### src/sv/trf_pkg.sv
// Package for the tangent range finder: state type and fixed constants.
// No dependencies.
package trf_pkg;

    typedef enum logic [3:0] {
        ST_IDLE,
        ST_CHECK,
        ST_QDIV,
        ST_QWAIT,
        ST_TDIV,
        ST_TWAIT,
        ST_DDIV,
        ST_DWAIT,
        ST_MUL,
        ST_DONE
    } t_state;

    localparam logic [1:0] STATUS_OK    = 2'd0;
    localparam logic [1:0] STATUS_RANGE = 2'd1;
    localparam logic [1:0] STATUS_SAT   = 2'd2;

    localparam int OUT_W = 48;
    localparam int ANG_W = 17;
    localparam int HGT_W = 23;
    localparam int CNT_W = 4;
    localparam int CFG_W = 23;

    localparam logic CFG_HEIGHT = 1'b0;
    localparam logic CFG_TERMS  = 1'b1;

endpackage

### src/sv/trf_divider.sv
// Restoring radix-2 divider, one quotient bit per cycle.
// Depends on nothing.
module trf_divider #(
    parameter int W = 64
) (
    input  logic         i_clk,
    input  logic         i_rst_n,
    input  logic         i_start,
    input  logic [W-1:0] i_num,
    input  logic [W-1:0] i_den,
    output logic         o_done,
    output logic [W-1:0] o_quo
);
    localparam int CW = $clog2(W + 1);

    logic [W-1:0]  r_quo, n_quo;
    logic [W-1:0]  r_rem, n_rem;
    logic [W-1:0]  r_den;
    logic [CW-1:0] r_cnt;
    logic          r_busy, r_done;
    logic [W:0]    w_trial;
    logic [W:0]    w_shift;

    always_comb begin
        w_shift = {r_rem, r_quo[W-1]};
        w_trial = w_shift - {1'b0, r_den};
        n_quo   = {r_quo[W-2:0], ~w_trial[W]};
        n_rem   = w_trial[W] ? w_shift[W-1:0] : w_trial[W-1:0];
    end

    always_ff @(posedge i_clk) begin
        if (!i_rst_n) begin
            r_busy <= 1'b0;
            r_done <= 1'b0;
            r_cnt  <= '0;
        end else begin
            r_done <= 1'b0;
            if (i_start) begin
                r_busy <= 1'b1;
                r_cnt  <= CW'(W);
            end else if (r_busy) begin
                r_cnt <= r_cnt - 1'b1;
                if (r_cnt == CW'(1)) begin
                    r_busy <= 1'b0;
                    r_done <= 1'b1;
                end
            end
        end
    end

    always_ff @(posedge i_clk) begin
        if (i_start) begin
            r_quo <= i_num;
            r_rem <= '0;
            r_den <= i_den;
        end else if (r_busy) begin
            r_quo <= n_quo;
            r_rem <= n_rem;
        end
    end

    assign o_done = r_done;
    assign o_quo  = r_quo;
endmodule

### src/sv/trf_mulsat.sv
// Multi-cycle (a*b)>>F with saturation to 48 bits, 16-bit digit of b per cycle.
// Depends on trf_pkg.
module trf_mulsat #(
    parameter int FRAC_BITS = 16
) (
    input  logic                      i_clk,
    input  logic                      i_rst_n,
    input  logic                      i_start,
    input  logic [63:0]               i_a,
    input  logic [trf_pkg::OUT_W-1:0] i_b,
    output logic                      o_done,
    output logic [trf_pkg::OUT_W-1:0] o_res,
    output logic                      o_sat
);
    import trf_pkg::*;

    // Product accumulated MSB digit first: acc = acc*2^16 + a*digit.
    logic [127:0] r_acc;
    logic [OUT_W-1:0] r_b;
    logic [63:0]  r_a;
    logic [1:0]   r_cnt;
    logic         r_busy, r_done;
    logic [79:0]  w_part;
    logic [127:0] w_full;

    assign w_part = r_a * r_b[OUT_W-1 -: 16];

    always_ff @(posedge i_clk) begin
        if (!i_rst_n) begin
            r_busy <= 1'b0;
            r_done <= 1'b0;
            r_cnt  <= '0;
        end else begin
            r_done <= 1'b0;
            if (i_start) begin
                r_busy <= 1'b1;
                r_cnt  <= 2'd2;
            end else if (r_busy) begin
                r_cnt <= r_cnt - 1'b1;
                if (r_cnt == 2'd0) begin
                    r_busy <= 1'b0;
                    r_done <= 1'b1;
                end
            end
        end
    end

    always_ff @(posedge i_clk) begin
        if (i_start) begin
            r_acc <= '0;
            r_b   <= i_b;
            r_a   <= i_a;
        end else if (r_busy) begin
            r_acc <= {r_acc[111:0], 16'd0} + {48'd0, w_part};
            r_b   <= {r_b[OUT_W-17:0], 16'd0};
        end
    end

    assign w_full = r_acc >> FRAC_BITS;
    assign o_sat  = (w_full[127:OUT_W] != '0);
    assign o_res  = o_sat ? {OUT_W{1'b1}} : w_full[OUT_W-1:0];
    assign o_done = r_done;
endmodule

### src/sv/trf_seq.sv
// Sequencer: range checks, continued fraction loop, distance and height steps.
// Depends on trf_pkg, trf_divider, trf_mulsat.
module trf_seq #(
    parameter int FRAC_BITS = 16,
    parameter int MAX_TERMS = 13
) (
    input  logic                      i_clk,
    input  logic                      i_rst_n,
    input  logic                      i_go,
    input  logic [trf_pkg::ANG_W-1:0] i_alpha,
    input  logic [trf_pkg::ANG_W-1:0] i_beta,
    input  logic [trf_pkg::HGT_W-1:0] i_height,
    input  logic [trf_pkg::CNT_W-1:0] i_terms,
    output logic                      o_busy,
    output logic                      o_valid,
    output logic [trf_pkg::OUT_W-1:0] o_distance,
    output logic [trf_pkg::OUT_W-1:0] o_object_height,
    output logic [1:0]                o_status
);
    import trf_pkg::*;

    localparam logic [63:0] ONE2 = 64'd1 << (2 * FRAC_BITS);
    localparam logic [63:0] ANGLE_LIMIT = (64'd14 << FRAC_BITS) / 64'd10;
    localparam logic [63:0] HEIGHT_LIMIT = 64'd100 << FRAC_BITS;
    localparam logic [63:0] OUT_MAX = {16'd0, {OUT_W{1'b1}}};

    t_state r_state, n_state;
    logic [ANG_W-1:0] r_alpha, r_beta;
    logic [HGT_W-1:0] r_h;
    logic [CNT_W-1:0] r_n;
    logic [CNT_W-1:0] r_i, n_i;
    logic             r_second, n_second;
    logic [63:0]      r_t, n_t, r_ta;
    logic [63:0]      r_q, n_q;
    logic [OUT_W-1:0] r_dist, n_dist, r_objh, n_objh;
    logic             r_sat, n_sat;
    logic [1:0]       r_status, n_status;
    logic [63:0]      n_ta;

    logic        w_dstart, w_ddone;
    logic [63:0] w_num, w_den, w_quo;
    logic        w_mstart, w_mdone, w_msat;
    logic [OUT_W-1:0] w_mres;
    logic [64:0] w_sum;
    logic [ANG_W-1:0] w_x;

    trf_divider #(.W(64)) u_div (
        .i_clk(i_clk), .i_rst_n(i_rst_n), .i_start(w_dstart),
        .i_num(w_num), .i_den(w_den), .o_done(w_ddone), .o_quo(w_quo)
    );

    // The product takes the tangent as it is being stored, since the multiply
    // starts on the same edge that finishes the last division.
    trf_mulsat #(.FRAC_BITS(FRAC_BITS)) u_mul (
        .i_clk(i_clk), .i_rst_n(i_rst_n), .i_start(w_mstart),
        .i_a(n_t), .i_b(r_dist), .o_done(w_mdone), .o_res(w_mres), .o_sat(w_msat)
    );

    assign w_x   = r_second ? r_beta : r_alpha;
    assign w_sum = {17'd0, w_mres} + {42'd0, r_h};

    always_comb begin
        n_state  = r_state;
        n_i      = r_i;
        n_second = r_second;
        n_t      = r_t;
        n_q      = r_q;
        n_dist   = r_dist;
        n_objh   = r_objh;
        n_sat    = r_sat;
        n_status = r_status;
        w_dstart = 1'b0;
        w_mstart = 1'b0;
        w_num    = '0;
        w_den    = 64'd1;
        n_ta     = r_ta;
        case (r_state)
            ST_IDLE: begin
                if (i_go) n_state = ST_CHECK;
            end
            ST_CHECK: begin
                n_dist = '0; n_objh = '0; n_sat = 1'b0;
                n_t = '0; n_i = r_n; n_second = 1'b0;
                if (r_alpha == '0 || 64'(r_alpha) > ANGLE_LIMIT
                        || 64'(r_beta) > ANGLE_LIMIT || r_h == '0
                        || 64'(r_h) > HEIGHT_LIMIT || r_n == '0
                        || 32'(r_n) > MAX_TERMS) begin
                    n_status = STATUS_RANGE;
                    n_state  = ST_DONE;
                end else begin
                    n_state = ST_QDIV;
                end
            end
            ST_QDIV: begin
                w_dstart = 1'b1;
                w_num = 64'({r_i, 1'b0} - 5'd1) << (2 * FRAC_BITS);
                w_den = 64'(w_x);
                n_state = ST_QWAIT;
            end
            ST_QWAIT: begin
                if (w_ddone) begin
                    n_q = w_quo;
                    if (w_quo <= r_t) begin
                        n_sat = 1'b1;
                        n_t = ONE2;
                        n_state = ST_TWAIT;
                    end else begin
                        n_state = ST_TDIV;
                    end
                end
            end
            ST_TDIV: begin
                w_dstart = 1'b1;
                w_num = ONE2;
                w_den = r_q - r_t;
                n_state = ST_TWAIT;
            end
            ST_TWAIT: begin
                // Arrives here either from a forced tangent or a pending divide.
                if (w_ddone || r_q <= r_t) begin
                    if (w_ddone) n_t = w_quo;
                    n_i = r_i - 1'b1;
                    if (r_i == CNT_W'(1)) begin
                        if (!r_second) begin
                            n_ta = (w_ddone ? w_quo : r_t);
                            n_state = ST_DDIV;
                        end else begin
                            w_mstart = 1'b1;
                            n_state = ST_MUL;
                        end
                    end else begin
                        n_state = ST_QDIV;
                    end
                end
            end
            ST_DDIV: begin
                if (r_ta == '0) begin
                    n_sat = 1'b1;
                    n_dist = {OUT_W{1'b1}};
                    n_state = ST_DWAIT;
                end else begin
                    w_dstart = 1'b1;
                    w_num = 64'(r_h) << FRAC_BITS;
                    w_den = r_ta;
                    n_state = ST_DWAIT;
                end
            end
            ST_DWAIT: begin
                if (w_ddone || r_ta == '0) begin
                    if (w_ddone) begin
                        if (w_quo > OUT_MAX) begin
                            n_sat = 1'b1;
                            n_dist = {OUT_W{1'b1}};
                        end else begin
                            n_dist = w_quo[OUT_W-1:0];
                        end
                    end
                    if (r_beta != '0) begin
                        n_second = 1'b1;
                        n_t = '0;
                        n_i = r_n;
                        n_state = ST_QDIV;
                    end else begin
                        n_status = (r_sat || (w_ddone && w_quo > OUT_MAX))
                                   ? STATUS_SAT : STATUS_OK;
                        n_state = ST_DONE;
                    end
                end
            end
            ST_MUL: begin
                if (w_mdone) begin
                    if (w_sum[64:OUT_W] != '0 || w_msat) begin
                        n_objh = w_msat ? {OUT_W{1'b1}} + 48'd0 : {OUT_W{1'b1}};
                        n_sat = 1'b1;
                    end else begin
                        n_objh = w_sum[OUT_W-1:0];
                    end
                    if (w_msat) begin
                        // Saturated product plus height still exceeds 48 bits.
                        n_objh = {OUT_W{1'b1}};
                    end
                    n_status = (r_sat || w_msat || w_sum[64:OUT_W] != '0)
                               ? STATUS_SAT : STATUS_OK;
                    n_state = ST_DONE;
                end
            end
            ST_DONE: begin
                n_state = ST_IDLE;
            end
            default: n_state = ST_IDLE;
        endcase
    end

    always_ff @(posedge i_clk) begin
        if (!i_rst_n) r_state <= ST_IDLE;
        else          r_state <= n_state;
    end

    always_ff @(posedge i_clk) begin
        if (r_state == ST_IDLE && i_go) begin
            r_alpha <= i_alpha;
            r_beta  <= i_beta;
            r_h     <= i_height;
            r_n     <= i_terms;
        end
        r_i      <= n_i;
        r_second <= n_second;
        r_t      <= n_t;
        r_q      <= n_q;
        r_dist   <= n_dist;
        r_objh   <= n_objh;
        r_sat    <= n_sat;
        r_status <= n_status;
        r_ta     <= n_ta;
    end

    assign o_busy          = (r_state != ST_IDLE);
    assign o_valid         = (r_state == ST_DONE);
    assign o_distance      = r_dist;
    assign o_object_height = r_objh;
    assign o_status        = r_status;
endmodule

### src/sv/tangent_range_finder.sv
// Top level of the tangent range finder: configuration registers and sequencer.
// Depends on trf_pkg and trf_seq.
//
//  channel  | ports                                         | timing
//  ---------+-----------------------------------------------+------------------------
//  request  | i_start, o_busy, i_alpha_angle, i_beta_angle  | taken when start & !busy
//  result   | o_valid, o_distance, o_object_height, o_status| one-cycle strobe
//  config   | i_cfg_we, i_cfg_index, i_cfg_data             | write when we is high
//
// Every division runs on the single 64-bit restoring divider (start, then the
// quotient bit by bit, then done), and each continued fraction term takes two
// divisions unless its tangent is forced. A request runs from the accepting
// edge up to and including the result strobe; when beta is given, a second term
// loop and the height multiply follow the distance division. A range error goes
// straight to the strobe. Busy drops the cycle after the strobe. Reset returns
// the sequencer to idle and loads the default height and term count. The receiver cannot stall.
module tangent_range_finder #(
    parameter int FRAC_BITS = 16,
    parameter int MAX_TERMS = 13
) (
    input  logic                      i_clk,
    input  logic                      i_rst_n,
    input  logic                      i_start,
    output logic                      o_busy,
    input  logic [trf_pkg::ANG_W-1:0] i_alpha_angle,
    input  logic [trf_pkg::ANG_W-1:0] i_beta_angle,
    input  logic                      i_cfg_we,
    input  logic                      i_cfg_index,
    input  logic [trf_pkg::CFG_W-1:0] i_cfg_data,
    output logic                      o_valid,
    output logic [trf_pkg::OUT_W-1:0] o_distance,
    output logic [trf_pkg::OUT_W-1:0] o_object_height,
    output logic [1:0]                o_status
);
    import trf_pkg::*;

    logic [HGT_W-1:0] r_height;
    logic [CNT_W-1:0] r_terms;

    // Configuration writes are plain register loads; the register list has two
    // entries, so a one-bit index covers it.
    always_ff @(posedge i_clk) begin
        if (!i_rst_n) begin
            r_height <= HGT_W'(98304);
            r_terms  <= CNT_W'(9);
        end else if (i_cfg_we) begin
            if (i_cfg_index == CFG_HEIGHT) r_height <= i_cfg_data[HGT_W-1:0];
            if (i_cfg_index == CFG_TERMS)  r_terms  <= i_cfg_data[CNT_W-1:0];
        end
    end

    trf_seq #(.FRAC_BITS(FRAC_BITS), .MAX_TERMS(MAX_TERMS)) u_seq (
        .i_clk(i_clk), .i_rst_n(i_rst_n),
        .i_go(i_start && !o_busy),
        .i_alpha(i_alpha_angle), .i_beta(i_beta_angle),
        .i_height(r_height), .i_terms(r_terms),
        .o_busy(o_busy), .o_valid(o_valid),
        .o_distance(o_distance), .o_object_height(o_object_height),
        .o_status(o_status)
    );
endmodule
### config.mk
export PLATFORM = sky130hd
export DESIGN_NAME = tangent_range_finder
export DESIGN_NICKNAME = d
export VERILOG_FILES = /design/src/sv/trf_pkg.sv /design/src/sv/trf_divider.sv /design/src/sv/trf_mulsat.sv /design/src/sv/trf_seq.sv /design/src/sv/tangent_range_finder.sv
export SDC_FILE = /design/constraint.sdc
export NUM_CORES = 2
export LEC_CHECK = 0
export BUFFER_PORTS_ARGS = -buffer_cell sky130_fd_sc_hd__buf_2
export CORE_MARGIN = 2
export CORE_UTILIZATION = 29
export CTS_CLUSTER_SIZE = 14
export DETAILED_ROUTE_END_ITERATION = 10
export GPL_TIMING_DRIVEN = 1
export PLACE_DENSITY_LB_ADDON = 0.12
export SLEW_MARGIN = 20
export SYNTH_ARGS = -nofsm -noshare
export SYNTH_HDL_FRONTEND = slang
export SYNTH_HIERARCHICAL = 1
export SYNTH_SLANG_ARGS = --single-unit
### constraint.sdc
create_clock -name i_clk -period 9.03 [get_ports i_clk]
set_input_delay 0 -clock i_clk [delete_from_list [all_inputs] [get_ports i_clk]]
set_output_delay 0 -clock i_clk [all_outputs]
set_load 0.02 [all_outputs]
* Word-level counts from Yosys, hierarchy flattened *
Index checks and enable logic that the tools add are counted.

cells by class
  bitwise logic cells = 6
  div/mod/pow operators = 0
  reductions and logical operators = 50
  add/subtract/negate cells = 8
  equal/unequal tests = 24
  multiply operators = 1
  magnitude comparators = 7
  shift operators = 0
  muxes and demuxes = 79

operator list
  operator                                                                           number
  64-bit two-way mux                                                                 10
  48-bit two-way mux                                                                 10
  64-bit case mux with 3 select lines                                                2
  64-bit case mux with 4 select lines                                                1
  48-bit case mux with 3 select lines                                                1
  128-bit by 80-bit adder with 128-bit output                                        1
  64-bit <= comparator                                                               2
  48-bit case mux with 2 select lines                                                1
  64-bit by 16-bit multiplier with 80-bit output                                     1
  80-bit nonzero test                                                                1
  65-bit by 64-bit subtractor with 65-bit output                                     1
  64-bit by 48-bit greater-than comparator with 1-bit output, second input constant  1
  64-bit logical NOT                                                                 1
  64-bit subtractor                                                                  1
  48-bit by 23-bit adder with 49-bit output                                          1
  4-bit two-way mux                                                                  12
  39-bit two-way mux                                                                 1
  4-bit case mux with 9 select lines                                                 1
  17-bit greater-than comparator, second input constant                              2
  17-bit nonzero test                                                                2
  1-bit two-way mux                                                                  24
  23-bit greater-than comparator, second input constant                              1
  23-bit logical NOT                                                                 1
  2-bit by 1-bit != test with 1-bit output, second input constant                    9
  36 further kinds                                                                   87

word-level totals
  ROM bits = 0
  input port bits = 62
  word-level logic and storage cells = 205
  bits in registers = 833
  memories = 0
  bits in latches = 0
  memory bits (writable) = 0

* Depth between registers and ports, before layout *
  depth after elaboration = 9
  mapped depth = 27
  depth with buffers taken out = 24

* By module *
Netlist, hierarchy kept.

by module, submodules not included
  module                area an instance (um2)  instances  sequential area each (um2)  cells each
  trf_mulsat            44,308.7                1          6,005.8                     4,989
  trf_seq               21,119.0                1          10,159.7                    2,086
  trf_divider           11,863.9                1          5,305.1                     1,188
  tangent_range_finder  1,112.3                 1          540.5                       118

* Least setup slack after synthesis *
No wires, ideal clock.

  kind = reg2reg
  from = register u_seq.r_q[0]
  to = register u_seq.u_mul.r_acc[26]
  slack = 1.117 ns
  data required time = 8.810 ns
  setup time = 0.220 ns
  stages on the path, launching flop included = 18
  data arrival time = 7.693 ns
  path buffers = 2
  path through = edfxtp_1 inv_1 ha_1 inv_1 fa_1 a211oi_2 o211ai_1 a31oi_1 nand4_1 a32oi_1 nor3_1 o21ai_1 nor2b_1 clkbuf_1 nor2_1 inv_1 clkbuf_1 o32ai_1

on the way
  cells in the longest elaborated chain, start to end = 4

ends and longest elaborated chain
  item                      RTL line          RTL
  from (decl)               trf_seq.sv:34     logic [63:0] r_q, n_q;
  from (signal assigned)    trf_seq.sv:209    r_q <= n_q;
  64-bit <= comparator      trf_seq.sv:120    if (w_ddone || r_q <= r_t) begin
  1-bit logical OR          trf_seq.sv:120
  1-bit two-way mux         trf_seq.sv:120
  1-bit two-way mux         trf_seq.sv:77     case (r_state)
  named net u_seq.w_mstart  trf_seq.sv:42     logic w_mstart, w_mdone, w_msat;
  to (signal assigned)      trf_mulsat.sv:54  r_acc <= {r_acc[111:0], 16'd0} + {48'd0, w_part};
  to (decl)                 trf_mulsat.sv:18  logic [127:0] r_acc;

The timed path passes the listed nets, and every way through them passes these cells.
A chain may end at the register's enable or synchronous reset.

* Worst setup path after layout *
  from = register u_seq.u_mul.r_b[34]
  to = register u_seq.u_mul.r_acc[82]

on the way
  cells in the longest elaborated chain, start to end = 2

ends and longest elaborated chain
  item                                            RTL line          RTL
  from (decl)                                     trf_mulsat.sv:19  logic [OUT_W-1:0] r_b;
  from (signal assigned)                          trf_mulsat.sv:51  r_b <= i_b;
  from (signal assigned)                          trf_mulsat.sv:55  r_b <= {r_b[OUT_W-17:0], 16'd0};
  64-bit by 16-bit multiplier with 80-bit output  trf_mulsat.sv:26  assign w_part = r_a * r_b[OUT_W-1 -: 16];
  128-bit by 80-bit adder with 128-bit output     trf_mulsat.sv:54

Every way passes these cells.

==> reports/results.tsv <==
stage	metric	value	unit
status	outcome	complete, no violations	
sta	Final Max Slew Viols	0	
synthesis	count of different cell masters after synthesis	104	
global_routing	pin count of the biggest net entering global routing	72	
routing	Via density	4.988	
global_routing	first-pass GRT wire length	429200	um
sta	Slew HR	24.97	%
cts	clock root buffer master	clkbuf_16	
layout	Area Growth Syn to Fin	12.41	%
cts	clk buf depth	3	
synthesis	synth warn	6	
floorplan	die width	524.0	um
synthesis	Post-synth ARST share	0	%
sta	hold slack	0.1241	ns
synthesis	xor and xnor area share after synthesis	3.062	%
worst_setup_path	CP Capture Type	flop	
floorplan	Die Ht	524.0	um
worst_setup_path	crit path cell chain	buf_4 > nand2_1 > fa_1 > inv_1 > fa_1 > inv_1 > fa_1 > inv_1 > fa_1 > fa_1 > inv_1 > fa_1 > inv_1 > ha_1 > nand4_1 > nor3_1 > nand3_1 > o31ai_1 > a21oi_1 > o41ai_1 > xnor2_1 > o21ai_0	
placed_design	pre-CTS WS	0.3022	ns
synthesis	Synth Area in Adders	30.01	%
routing	Detail Route Antenna Nets	0	
global_routing	number of global-route vias before repair	63320	
power	Power Dens Cells	155.4	nW/um^2
cts	Worst-path clk slew	0.06	ns
worst_setup_path	Max stage delay on crit path	1.07	ns
layout	fillers	27860	
global_routing	initial antenna violation count	27	
sta	RSZ-0062 raised after global routing	false	
cts	Clock Latency Late Sink	0.77	ns
global_routing	total global routing overflow	0	
sta	final setup fails	0	
cts	H-tree Lvls	3	
sta	final clock skew	0.08111	ns
power	Pwr Total	13.70	mW
worst_setup_path	CP top delay family	adder cells	
floorplan	DIE AREA	274500	sq um
routing	Pre-antenna DRT Iters	6	
worst_setup_path	Crit. Startpoint	u_seq/u_mul/r_b[34]	
synthesis	number of enable flip-flop cells after synthesis	533	
layout	layout cells sized above 1	7.425	%
synthesis	post-synthesis sequential area ratio	28.07	%
cts	CTS Buf Count	102	
sta	measured slew at the worst slew-check pin	1.125	ns
synthesis	largest family of logic cells by synthesized area	adder cells	
layout	commonest non-fill, non-tap cell in the layout	inv_1	
floorplan	core area	268400	sq um
synthesis	mux contribution to synthesized area	3.131	%
worst_setup_path	Max Fanout on Critical Path	27	
worst_setup_path	FF-to-FF Start	u_seq/u_mul/r_b[34]	
hold_path	Hold/Removal Path Class	input pin to flop	
run	maxcap violations	0	
worst_setup_path	worst path bufs/invs	6	
worst_setup_path	Critical Path Start Type	flop	
floorplan	Site Rows	190	
worst_setup_path	r2r setup slk	0.22	ns
routing	Avg WL per Cell	23.64	um
synthesis	Post-Synthesis Cells	8381	
global_routing	total track usage	21.04	%
sta	fmax	113.5	MHz
synthesis	post-synthesis compound-gate area fraction	11.85	%
placed_design	Placer Congestion	0.9180	
sta	worst setup margin	0.2173	ns
placed_design	port buffer count	161	
worst_setup_path	most frequent CP cell	fa_1	
cts	CTS Sinks	833	
power	peak supply drop	0.3384	mV
worst_setup_path	Worst path slowest cell	edfxtp_1	
worst_setup_path	CP Data Arrival Time	9.42	ns
routing	Vias	60490	
floorplan	starting density of the core	29.21	%
cts	PostCTS Resize Cnt	0	
synthesis	ys flop type	edfxtp_1	
synthesis	post-synthesis simple-gate area fraction	15.03	%
sta	Total Neg Setup Slack	0	ns
cts	CTS tree	done	
layout	most frequent cells in the layout	inv_1 (1349), nand2_1 (1201), fa_1 (933)	
layout	layout net count	9860	
synthesis	Avg Cell Area, Syn	9.355	sq um
sta	Final Hold Viols	0	
placed_design	HPWL after DPL	224300	um
worst_setup_path	Crit path required time	9.64	ns
sta	Final Cycle Share	97.59	%
routing	Total Wirelength	286700	um
synthesis	Synth Cell Area	78400	sq um
floorplan	# IOs	162	
worst_setup_path	WS Path Type	flop to flop	
routing	residual DRC count	0	
sta	Tmin final	8.813	ns
power	leakage	37.42	nW
hold_path	hold path startpoint	i_cfg_data[2]	
synthesis	post-synthesis register bit count	833	
routing	initial drt markers	4326	
-- cells by family (layout without fill, tap and decap cells) --
| kind of cell | count (synthesis) | after routing |
|---|---|---|
| flops | 833 | 833 |
| buf+inv | 1804 | 1974 |
| fa+ha+maj | 1321 | 1321 |
| simple gates | 2511 | 2511 |
| mux | 233 | 233 |
| xor+xnor | 272 | 272 |
| compound gates | 1406 | 1406 |
| other cells | 1 | 26 |
-- Yosys cell counts, drive strengths merged, types with 67 or more instances --
cell type | instances | area share [%]
inv | 1351 | 6.5
nand2 | 1203 | 5.8
fa | 933 | 24
edfxtp | 533 | 20
and2 | 415 | 3.3
clkbuf | 396 | 1.9
ha | 388 | 6.2
a21oi | 373 | 2.4
nor2 | 354 | 1.7
o21ai | 354 | 2.3
dfxtp | 300 | 7.7
xnor2 | 171 | 1.9
a21o | 139 | 1.3
nand4 | 137 | 1.1
mux2i | 135 | 1.7
xor2 | 101 | 1.1
mux2 | 98 | 1.4
nand3 | 84 | 0.54
a211oi | 83 | 0.83
nor3 | 75 | 0.49
nor4 | 73 | 0.61
o21a | 72 | 0.69
a32o | 67 | 0.86
-- registers in the layout, summed over array words and instances (netlist names), 64 cells and up --
name and flops:
u_seq/u_mul/r_acc 128, u_seq/r_q 64, u_seq/r_t 64, u_seq/r_ta 64, u_seq/u_div/o_quo 64, u_seq/u_div/r_den 64, u_seq/u_div/r_rem 64, u_seq/u_mul/r_a 64
-- worst reg2reg max path, cell delays in order, from the launching register on --
cell,delay [ns]
edfxtp_1,1.07
buf_4,0.53
nand2_1,0.16
fa_1,0.53
inv_1,0.06
fa_1,0.50
inv_1,0.07
fa_1,0.52
inv_1,0.05
fa_1,0.46
fa_1,0.55
inv_1,0.05
fa_1,0.57
inv_1,0.05
ha_1,0.49
nand4_1,0.33
nor3_1,0.59
nand3_1,0.15
o31ai_1,0.71
a21oi_1,0.41
o41ai_1,0.51
xnor2_1,0.23
o21ai_0,0.13
-- routing by layer --
metal	GRT usage (%)	vias up	part of all wire, %
met1	30.47	31060	48
li1	-	27670	-
met3	2.675	279	5.2
met2	33.02	1478	45
met5	0	-	0.0045
met4	5.315	2	2.6
-- what timing repair did --
action,CTS,global route
hold buffers,156,0
endpoints found under the hold margin,69,0
setup buffers,0,0
-- final timing paths --
path	end	cells after the start
worst max-delay path	u_seq/u_mul/r_acc[82]	22
worst min-delay path	r_terms[2]	4
worst max register to register	u_seq/u_mul/r_acc[82]	22
worst min register to register	u_seq/r_h[19]	0
-- stage by stage --
| stage | util, % | cell area, sq um | instances |
|---|---|---|---|
| global route | 32.83 | 88110 | 12120 |
| floorplan | - | 78460 | 8396 |
| finish | 32.84 | 88130 | 12130 |
| global placement | 30.91 | 82960 | 11770 |
| CTS | 32.83 | 88110 | 12120 |
| detailed placement | 30.91 | 82960 | 11770 |
-- report_power, final --
group	internal [mW]	switching, mW
Combinational	1.45	2.47
Clock	2.58	1.83
Sequential	4.75	0.619
Total	8.78	4.91
-- layout make-up --
class                      count  area [sq um]  share of cell area [%]
multi-input combinational   5759         49640                   56.32
sequential                   833         22020                   24.99
inverter                    1351          5072                   5.755
tap                         3552          4444                   5.043
timing repair buffer         430          3353                   3.805
clock buffer                 137          2856                   3.241
clock inverter                56         724.4                  0.8220
antenna                       10         25.02                 0.02839
(Power assumes the default switching activity.)
